[config.mk]
export PLATFORM = sky130hd
export DESIGN_NAME = aabb_collision_push_out
export DESIGN_NICKNAME = d
export VERILOG_FILES = /design/src/rtl/aabb_pkg.sv /design/src/rtl/aabb_mover_box.sv /design/src/rtl/aabb_resolve.sv /design/src/rtl/aabb_collision_push_out.sv
export SDC_FILE = /design/constraint.sdc
export NUM_CORES = 2
export LEC_CHECK = 0
export BUFFER_PORTS_ARGS = -buffer_cell sky130_fd_sc_hd__buf_2
export CAP_MARGIN = 5
export CORE_MARGIN = 2
export CORE_UTILIZATION = 60
export DETAILED_ROUTE_END_ITERATION = 6
export PLACE_DENSITY = 0.88
export RECOVER_POWER = 100
export SLEW_MARGIN = 20
export SYNTH_ARGS = -nofsm -noshare
export SYNTH_HDL_FRONTEND = slang
export SYNTH_HIERARCHICAL = 1
export SYNTH_SLANG_ARGS = --single-unit
[constraint.sdc]
create_clock -name clk -period 15.82 [get_ports clk]
set_input_delay 3.164 -clock clk [delete_from_list [all_inputs] [get_ports clk]]
set_output_delay 3.164 -clock clk [all_outputs]
set_load 0.1 [all_outputs]
[src/rtl/aabb_pkg.sv]
// ----------------------------------------------------------------------------
// aabb_pkg
// shared types, register indexes and saturation helper for the box push-out
// ----------------------------------------------------------------------------
package aabb_pkg;

  localparam int COORD_W   = 24;
  localparam int FRAC_BITS = 8;

  typedef logic signed [COORD_W-1:0] coord_t;
  typedef logic signed [COORD_W:0]   gap_t;
  typedef logic        [COORD_W:0]   mag_t;
  typedef logic signed [COORD_W+1:0] wide_t;

  // reset offsets of the mover box
  localparam coord_t OFF_MIN_XY_RST = coord_t'(-(25 << FRAC_BITS));
  localparam coord_t OFF_MIN_Z_RST  = coord_t'(-(220 << FRAC_BITS));
  localparam coord_t OFF_MAX_XY_RST = coord_t'(25 << FRAC_BITS);
  localparam coord_t OFF_MAX_Z_RST  = coord_t'((401 << FRAC_BITS) >> 1);

  typedef enum logic [1:0] {
    AXIS_X    = 2'd0,
    AXIS_Y    = 2'd1,
    AXIS_Z    = 2'd2,
    AXIS_NONE = 2'd3
  } axis_t;

  typedef enum logic [2:0] {
    CFG_OFF_MIN_X = 3'd0,
    CFG_OFF_MIN_Y = 3'd1,
    CFG_OFF_MIN_Z = 3'd2,
    CFG_OFF_MAX_X = 3'd3,
    CFG_OFF_MAX_Y = 3'd4,
    CFG_OFF_MAX_Z = 3'd5
  } cfg_idx_t;

  typedef struct packed {
    coord_t x;
    coord_t y;
    coord_t z;
  } vec_t;

  typedef struct packed {
    coord_t min_x;
    coord_t min_y;
    coord_t min_z;
    coord_t max_x;
    coord_t max_y;
    coord_t max_z;
  } box_t;

  typedef struct packed {
    logic   frame_start;
    coord_t start_x;
    coord_t start_y;
    coord_t start_z;
    coord_t obst_min_x;
    coord_t obst_min_y;
    coord_t obst_min_z;
    coord_t obst_max_x;
    coord_t obst_max_y;
    coord_t obst_max_z;
  } in_beat_t;

  typedef struct packed {
    coord_t pos_x;
    coord_t pos_y;
    coord_t pos_z;
    logic   overlap;
    axis_t  push_axis;
    logic   landed;
  } out_beat_t;

  // clamp a widened sum back into the coordinate range
  function automatic coord_t sat_sum(wide_t s);
    coord_t r;
    if ((s[COORD_W+1] == s[COORD_W]) && (s[COORD_W] == s[COORD_W-1])) begin
      r = s[COORD_W-1:0];
    end else if (s[COORD_W+1]) begin
      r = {1'b1, {(COORD_W-1){1'b0}}};
    end else begin
      r = {1'b0, {(COORD_W-1){1'b1}}};
    end
    return r;
  endfunction

endpackage

[src/rtl/aabb_mover_box.sv]
// ----------------------------------------------------------------------------
// aabb_mover_box
// mover box edges: position plus corner offsets, saturated per edge
// ----------------------------------------------------------------------------
module aabb_mover_box (
  input  aabb_pkg::vec_t pos,
  input  aabb_pkg::box_t offs,
  output aabb_pkg::box_t edges
);
  import aabb_pkg::*;

  function automatic coord_t edge_of(coord_t p, coord_t o);
    wide_t s;
    s = wide_t'(p) + wide_t'(o);
    return sat_sum(s);
  endfunction

  always_comb begin
    edges.min_x = edge_of(pos.x, offs.min_x);
    edges.min_y = edge_of(pos.y, offs.min_y);
    edges.min_z = edge_of(pos.z, offs.min_z);
    edges.max_x = edge_of(pos.x, offs.max_x);
    edges.max_y = edge_of(pos.y, offs.max_y);
    edges.max_z = edge_of(pos.z, offs.max_z);
  end

endmodule

[src/rtl/aabb_resolve.sv]
// ----------------------------------------------------------------------------
// aabb_resolve
// overlap test, per-axis gap, least-gap axis pick and position update
// ----------------------------------------------------------------------------
module aabb_resolve (
  input  aabb_pkg::vec_t    pos,
  input  logic              landed_in,
  input  aabb_pkg::box_t    mover,
  input  aabb_pkg::box_t    obst,
  output aabb_pkg::out_beat_t res
);
  import aabb_pkg::*;

  function automatic mag_t mag_of(gap_t g);
    gap_t n;
    n = -g;
    return g[COORD_W] ? mag_t'(n) : mag_t'(g);
  endfunction

  // smaller-magnitude gap, ties go to the obstacle-min side
  function automatic gap_t gap_of(coord_t mn, coord_t mx, coord_t omn, coord_t omx);
    gap_t g1;
    gap_t g2;
    g1 = gap_t'(omx) - gap_t'(mn);
    g2 = gap_t'(omn) - gap_t'(mx);
    return (mag_of(g1) < mag_of(g2)) ? g1 : g2;
  endfunction

  function automatic coord_t move(coord_t p, gap_t d);
    wide_t s;
    s = wide_t'(p) + wide_t'(d);
    return sat_sum(s);
  endfunction

  logic hit;
  gap_t dx, dy, dz;
  mag_t ax, ay, az;

  always_comb begin
    // touching counts as overlap
    hit = !(mover.max_x < obst.min_x || mover.max_y < obst.min_y ||
            mover.max_z < obst.min_z || obst.max_x < mover.min_x ||
            obst.max_y < mover.min_y || obst.max_z < mover.min_z);

    dx = gap_of(mover.min_x, mover.max_x, obst.min_x, obst.max_x);
    dy = gap_of(mover.min_y, mover.max_y, obst.min_y, obst.max_y);
    dz = gap_of(mover.min_z, mover.max_z, obst.min_z, obst.max_z);
    ax = mag_of(dx);
    ay = mag_of(dy);
    az = mag_of(dz);

    res.pos_x     = pos.x;
    res.pos_y     = pos.y;
    res.pos_z     = pos.z;
    res.overlap   = hit;
    res.push_axis = AXIS_NONE;
    res.landed    = landed_in;

    if (hit) begin
      priority if (ax <= ay && ax <= az) begin
        res.pos_x     = move(pos.x, dx);
        res.push_axis = AXIS_X;
      end else if (ay <= ax && ay <= az) begin
        res.pos_y     = move(pos.y, dy);
        res.push_axis = AXIS_Y;
      end else begin
        res.pos_z     = move(pos.z, dz);
        res.push_axis = AXIS_Z;
        res.landed    = 1'b1;
      end
    end
  end

endmodule

[src/rtl/aabb_collision_push_out.sv]
// ----------------------------------------------------------------------------
// aabb_collision_push_out
// Pushes a moving axis-aligned box out of static obstacle boxes, one obstacle
// per input beat. A beat with frame_start set loads the start position and
// clears the landed flag before its own test. The mover box is the running
// position plus the six offset registers (signed Q15.8, 24 bits); edges and
// new positions saturate. On overlap, touching included, the position moves
// along the axis of least gap (ties x, then y, then z); a z push sets landed
// until the next frame start. Each beat yields exactly one result beat. An
// input beat is registered, resolved combinationally against the running
// position and written to the result register, so the block sustains one
// beat per clock while the result side does not stall; the running position
// feeds back through that combinational path, which sets the rate. The
// input stalls only while both registers hold a beat and the result side
// stalls. The block does not enforce the offset write rule that follows.
// Offsets must be written only while no beat is in flight.
// ----------------------------------------------------------------------------
module aabb_collision_push_out (
  input  logic                clk,
  input  logic                rst_n,
  // input channel
  input  logic                in_valid,
  output logic                in_stall,
  input  aabb_pkg::in_beat_t  in_data,
  // result channel
  output logic                out_valid,
  input  logic                out_stall,
  output aabb_pkg::out_beat_t out_data,
  // configuration
  input  logic                cfg_we,
  input  logic [2:0]          cfg_index,
  input  aabb_pkg::coord_t    cfg_data
);
  import aabb_pkg::*;

  // offset registers
  box_t      off_r;
  // running mover state
  vec_t      cur_r;
  logic      landed_r;
  // input register stage
  in_beat_t  in_r;
  logic      in_vld_r;
  // result register stage
  out_beat_t out_r;
  logic      out_vld_r;

  logic      advance;
  vec_t      pos_eff;
  logic      landed_eff;
  box_t      obst;
  box_t      mover;
  out_beat_t res;

  // the held beat moves on when the result register is empty or draining
  assign advance  = in_vld_r && (!out_vld_r || !out_stall);
  assign in_stall = in_vld_r && !advance;

  assign out_valid = out_vld_r;
  assign out_data  = out_r;

  // frame start overrides the running position and clears landed
  always_comb begin
    if (in_r.frame_start) begin
      pos_eff.x  = in_r.start_x;
      pos_eff.y  = in_r.start_y;
      pos_eff.z  = in_r.start_z;
      landed_eff = 1'b0;
    end else begin
      pos_eff    = cur_r;
      landed_eff = landed_r;
    end
    obst.min_x = in_r.obst_min_x;
    obst.min_y = in_r.obst_min_y;
    obst.min_z = in_r.obst_min_z;
    obst.max_x = in_r.obst_max_x;
    obst.max_y = in_r.obst_max_y;
    obst.max_z = in_r.obst_max_z;
  end

  aabb_mover_box u_mover_box (
    .pos   (pos_eff),
    .offs  (off_r),
    .edges (mover)
  );

  aabb_resolve u_resolve (
    .pos       (pos_eff),
    .landed_in (landed_eff),
    .mover     (mover),
    .obst      (obst),
    .res       (res)
  );

  // configuration writes, unknown indexes ignored
  always_ff @(posedge clk) begin
    if (!rst_n) begin
      off_r.min_x <= OFF_MIN_XY_RST;
      off_r.min_y <= OFF_MIN_XY_RST;
      off_r.min_z <= OFF_MIN_Z_RST;
      off_r.max_x <= OFF_MAX_XY_RST;
      off_r.max_y <= OFF_MAX_XY_RST;
      off_r.max_z <= OFF_MAX_Z_RST;
    end else if (cfg_we) begin
      case (cfg_index)
        CFG_OFF_MIN_X: off_r.min_x <= cfg_data;
        CFG_OFF_MIN_Y: off_r.min_y <= cfg_data;
        CFG_OFF_MIN_Z: off_r.min_z <= cfg_data;
        CFG_OFF_MAX_X: off_r.max_x <= cfg_data;
        CFG_OFF_MAX_Y: off_r.max_y <= cfg_data;
        CFG_OFF_MAX_Z: off_r.max_z <= cfg_data;
        default: ;
      endcase
    end
  end

  // running position and landed flag
  always_ff @(posedge clk) begin
    if (!rst_n) begin
      cur_r    <= '0;
      landed_r <= 1'b0;
    end else if (advance) begin
      cur_r.x  <= res.pos_x;
      cur_r.y  <= res.pos_y;
      cur_r.z  <= res.pos_z;
      landed_r <= res.landed;
    end
  end

  // input stage control
  always_ff @(posedge clk) begin
    if (!rst_n) begin
      in_vld_r <= 1'b0;
    end else if (in_valid && !in_stall) begin
      in_vld_r <= 1'b1;
    end else if (advance) begin
      in_vld_r <= 1'b0;
    end
  end

  // input payload, no reset
  always_ff @(posedge clk) begin
    if (in_valid && !in_stall) begin
      in_r <= in_data;
    end
  end

  // result stage control
  always_ff @(posedge clk) begin
    if (!rst_n) begin
      out_vld_r <= 1'b0;
    end else if (advance) begin
      out_vld_r <= 1'b1;
    end else if (!out_stall) begin
      out_vld_r <= 1'b0;
    end
  end

  // result payload, no reset
  always_ff @(posedge clk) begin
    if (advance) begin
      out_r <= res;
    end
  end

  // the result just written carries the running state it left behind
  a_out_tracks_state: assert property (@(posedge clk) disable iff (!rst_n)
    advance |=> (out_r.pos_x == cur_r.x && out_r.pos_y == cur_r.y &&
                 out_r.pos_z == cur_r.z && out_r.landed == landed_r))
    else $error("result beat does not match running state");

  // overlap and push axis agree
  a_overlap_axis: assert property (@(posedge clk) disable iff (!rst_n)
    out_vld_r |-> (out_r.overlap == (out_r.push_axis != AXIS_NONE)))
    else $error("overlap flag and push axis disagree");

  // a z push always reports landed
  a_z_lands: assert property (@(posedge clk) disable iff (!rst_n)
    (out_vld_r && out_r.push_axis == AXIS_Z) |-> out_r.landed)
    else $error("z push without landed");

  // input only stalls behind a waiting result
  a_stall_cause: assert property (@(posedge clk) disable iff (!rst_n)
    in_stall |-> (out_vld_r && out_stall && in_vld_r))
    else $error("input stalled with no waiting result");

endmodule
# Yosys cells after proc, flatten, opt, wreduce, memory -nomap -nowiden
# Index checks and enable logic that the tools add are counted.
# totals
in_bits	249
elab_cells	168
output_inout_bits	78
register_bits	512
# op_classes
n_eq_ne	24
n_lt_le_gt_ge	13
add_sub_neg	24
reduce_logical	33
n_mux	46
# op_table
op	count
two-way mux 24 bit	21
two-way mux 25 bit	12
negator 25 bit	9
adder 24 x 24 -> 25 bit	6
subtractor 24 x 24 -> 25 bit	6
< comparator 24 bit	6
two-way mux 72 bit	2
<= comparator 25 bit	4
adder 24 x 25 -> 26 bit	3
< comparator 25 bit	3
two-way mux 48 bit	1
equality test 1 bit	18
logical AND 1 bit	14
AND reduction 2 bit	6
two-way mux 1 bit	8
equality test 3 x 2 -> 1 bit, second input constant	2
equality test 3 bit, second input constant	2
logical OR 1 bit	6
zero test 1 bit	5
two-way mux 2 bit	2
equality test 3 x 1 -> 1 bit, second input constant	1
zero test 3 bit	1
inequality test 2 x 1 -> 1 bit, second input constant	1
nonzero test 2 bit	1

# Longest topological paths before layout
# logic_depth
depth_word	17
mapped_depth	67
depth_no_buf	60

# By module
# The synthesis kept the hierarchy.
# modules_own_cells
mod	seq_area_each_um2	instances	cells_per_inst	area_each_um2
aabb_resolve	0.0	1	3396	23201.0
aabb_collision_push_out	13182.6	1	1219	18034.8
aabb_mover_box	0.0	1	1563	10593.9

# Worst setup path after synthesis
# OpenSTA, ideal clock, no wires.
# synth_path
kind	input to register
start	input port out_stall
end	register in_r[0] (netlist bit) (enable)
path_buffers	0
t_arrival_ns	13.320
cell_stages	2
path_slack_ns	1.681
setup_ns	0.819
path_cell_list	and3_1 > nor2b_1
# synth_via
elab_chain_len	7
# synth_rtl
item	line	text
start: declaration	aabb_collision_push_out.sv:27	input logic out_stall,
zero test 1 bit	--	
logical OR 1 bit	aabb_collision_push_out.sv:56	assign advance = in_vld_r && (!out_vld_r || !out_stall);
logical AND 1 bit	aabb_collision_push_out.sv:56	
zero test 1 bit	aabb_collision_push_out.sv:57	assign in_stall = in_vld_r && !advance;
logical AND 1 bit	aabb_collision_push_out.sv:57	
zero test 1 bit	aabb_collision_push_out.sv:143	if (in_valid && !in_stall) begin
logical AND 1 bit	aabb_collision_push_out.sv:143	
end signal: assignment	aabb_collision_push_out.sv:144	in_r <= in_data;
end: declaration	aabb_collision_push_out.sv:42	in_beat_t in_r;
# Every way passes these cells.
# A chain may end at the register's enable or synchronous reset.

==> flow_summary.yaml <==
run_status:
  status: "complete, but fails checks"
  violations: "DRC, capacitance limit, slew limit"
logic_synthesis:
  synthesis.nets: 6956
  yosysSeqAreaShare_pct: 25.4
  async_reset_ff_share_pct: 0
  syn_area_per_cell_sq_um: 8.39
  ys_types: 135
  synth_top_flop_cell: "edfxtp_1"
  synthTopCellsByArea: "edfxtp_1 (17%), ha_1 (12%), dfxtp_1 (8.5%)"
  synth_top_area_cell: "edfxtp_1"
  synth_edf_count: 293
  yosys.area.top_type_share_pct: 17.0
  synth_seq_cells: 512
  synth_warnings: 6
  netlist_instances: 6178
  netlist_area_sq_um: 51800
setup_path:
  r2r-start: "in_r[216]"
  endpoint_kind: "flop"
  crit_type: "reg -> reg"
  cp_max_fo: 53
  crit_start: "in_r[216]"
  worstPathArrival_ns: 15.94
  cp_slowest_stage_delay_ns: 0.68
  slowest_stage: "a2111oi_1"
  start_kind: "flop"
  crit_required_ns: 16.44
sta:
  fin_crit_ns: 15.32
  fin_crit_sh_pct: 96.8
  drv_slew: 321
  setup_viol: 0
  finalClockSkew_ns: 0.0602
  max_freq_mhz: 65.3
  worst_pin_slew_ns: 3.90
  max_slew_margin_pct: -160
  rsz0062_at_grt: "no"
  finalHoldViolations: 0
  finalSetupTns_ns: 0
clock_network:
  clk_latency_ns: 0.71
  cts_root_buf: "clkbuf_16"
  worst_setup_hold_path_clk_slew_ns: 0.06
  cts.sink_count: 512
  cts_max_level: 2
  tritoncts: "done"
  cts_made_buffers: 56
  post_cts_buffers: 0
  postCtsHoldBufs: 0
  cts_resized: 0
  cts_buffer_depth: 3
grt:
  grt_util_met1_pct: 50.3
  grt_pass1_vias: 46200
  top_usage_layer: "met2"
  antenna_found_initial: 15
  gr-usage-met2_pct: 61.5
  grt_pass1_wl_microns: 272000
  grt_max_degree: 143
  overflow: 0
  grt_usage_pct: 39.5
  grt.met3_usage_pct: 8.85
placement:
  dp_hpwl_microns: 147000
  port-buffer-count: 326
  gp_congestion: 1.06
floorplanning:
  io_pins: 327
  initial_core_util_pct: 60.7
  die_h_microns: 298
  row_count: 107
  die_w_microns: 298
  dieArea_sq_um: 88800
  coreArea_sq_um: 85400
min_path:
  hold_path.startpoint: "cur_r[0]"
  hold_path_class: "reg -> reg"
finish:
  final-seq-area_sq_um: 13200
  multi_input_area_sq_um: 36300
  n_fill_cell: 7210
  final_core_util_pct: 66.2
  synthToLayoutAreaGrowth_pct: 9.06
  fin_nets: 7190
  final_layout_size_suffix_gt1_share_pct: 10.9
drt:
  route.detailed.drc: 10
  wl_microns: 184000
  viasPerCell: 6.56
  firstDrtPassIters: 7
  wire_per_inst_microns: 24.2
  drtIter0Drc: 5473
  dr_total_vias: 49900
  ant_nets: 0
run:
  cap_violations: 8
==> synth_stat cells (41+ instances only) <==
cell type,number
a211oi_1,107
a21o_1,127
a21oi_1,460
a31oi_1,75
and2_1,41
and3_1,43
buf_2,67
clkbuf_1,146
dfxtp_1,219
edfxtp_1,293
ha_1,514
inv_1,350
mux2_2,97
mux2i_1,276
nand2_1,625
nand2b_1,77
nand3_1,160
nand4_1,60
nor2_1,436
nor2b_1,140
nor3_1,128
o211ai_1,63
o21a_1,86
o21ai_0,316
or2_2,41
or3_1,53
xnor2_1,283
xor2_1,177
==> placed cells by master (no fill, tap or decap), types with 58 or more instances in the layout <==
master	instances
a31oi_1	74
xnor2_1	283
inv_1	350
nor2b_1	140
nand2b_1	77
buf_2	238
xor2_1	176
ha_1	514
nand3_1	160
mux2i_1	276
edfxtp_1	293
o21a_1	85
a21oi_1	460
nor3_1	126
buf_4	84
o211ai_1	63
a211oi_1	107
nand2_1	624
clkbuf_16	58
nand4_1	60
dfxtp_1	219
a21o_1	127
clkbuf_1	105
o21ai_0	314
nor2_1	433
mux2_2	96
==> metal layers <==
metal	share of wire (%)	wire, microns
met5	0.051	94
met4	6.6	12200
met3	11	19700
met2	43	79900
met1	39	72000
==> area by class of cell <==
| class | count | area share (%) |
|---|---|---|
| repair buffers | 422 | 4.10 |
| well taps | 1144 | 2.53 |
| diodes | 7 | 0.0310 |
| inverters | 352 | 2.34 |
| clock inverters | 32 | 0.708 |
| multi-input cells | 5068 | 64.2 |
| flip-flops and latches | 512 | 23.3 |
| clock buffers | 74 | 2.72 |
==> cell families after synthesis <==
kind of cell | after synthesis | share of synthesized area [%]
and+or+nand+nor | 1967 | 18.5
AOI/OAI and AO/OA | 1686 | 21.8
buffers and inverters | 598 | 4.71
adders and majority gates | 548 | 13.4
DFF | 512 | 25.4
xor gates and xnor gates | 462 | 7.85
muxes | 405 | 8.26
==> through the flow <==
stage / setup WS, ns / instances / cell area [sq um] / hold WS (ns)
2_1_floorplan: 1.68 / 6178 / 51800 / 0.430
6_report: 0.502 / 7611 / 56500 / 0.458
3_5_place_dp: 0.702 / 7497 / 54600 / 0.445
5_1_grt: 0.00167 / 7604 / 56500 / 0.470
3_3_place_gp: 0.944 / 7497 / 54600 / 0.440
4_1_cts: 0.630 / 7603 / 56600 / 0.460
==> critical path, delay by kind of cell (launching register included) <==
kind            cells  cell delay (ns)
flops               1             0.36
simple gates       12             2.97
buf+inv             3             0.82
mux                 4             1.42
fa+ha+maj           6             2.12
compound gates     25             7.42
==> flip-flops by register name (all words and copies together), names as in the netlist <==
| register | flops |
|---|---|
| in_r | 217 |
| off_r | 144 |
| out_data | 76 |
| cur_r | 72 |
| in_vld_r | 1 |
| landed_r | 1 |
| out_valid | 1 |
==> worst paths after layout <==
path | to | slack (ns) | cells after the start
hold reg to reg | cur_r[0] | 0.46 | 2
setup reg to reg | cur_r[54] | 0.50 | 50
setup / recovery | cur_r[54] | 0.50 | 50
hold / removal | cur_r[0] | 0.46 | 2
Power is left out: the tool's default activity adds up to more than one toggle a clock period on the data nets, which glitch-free logic cannot reach.
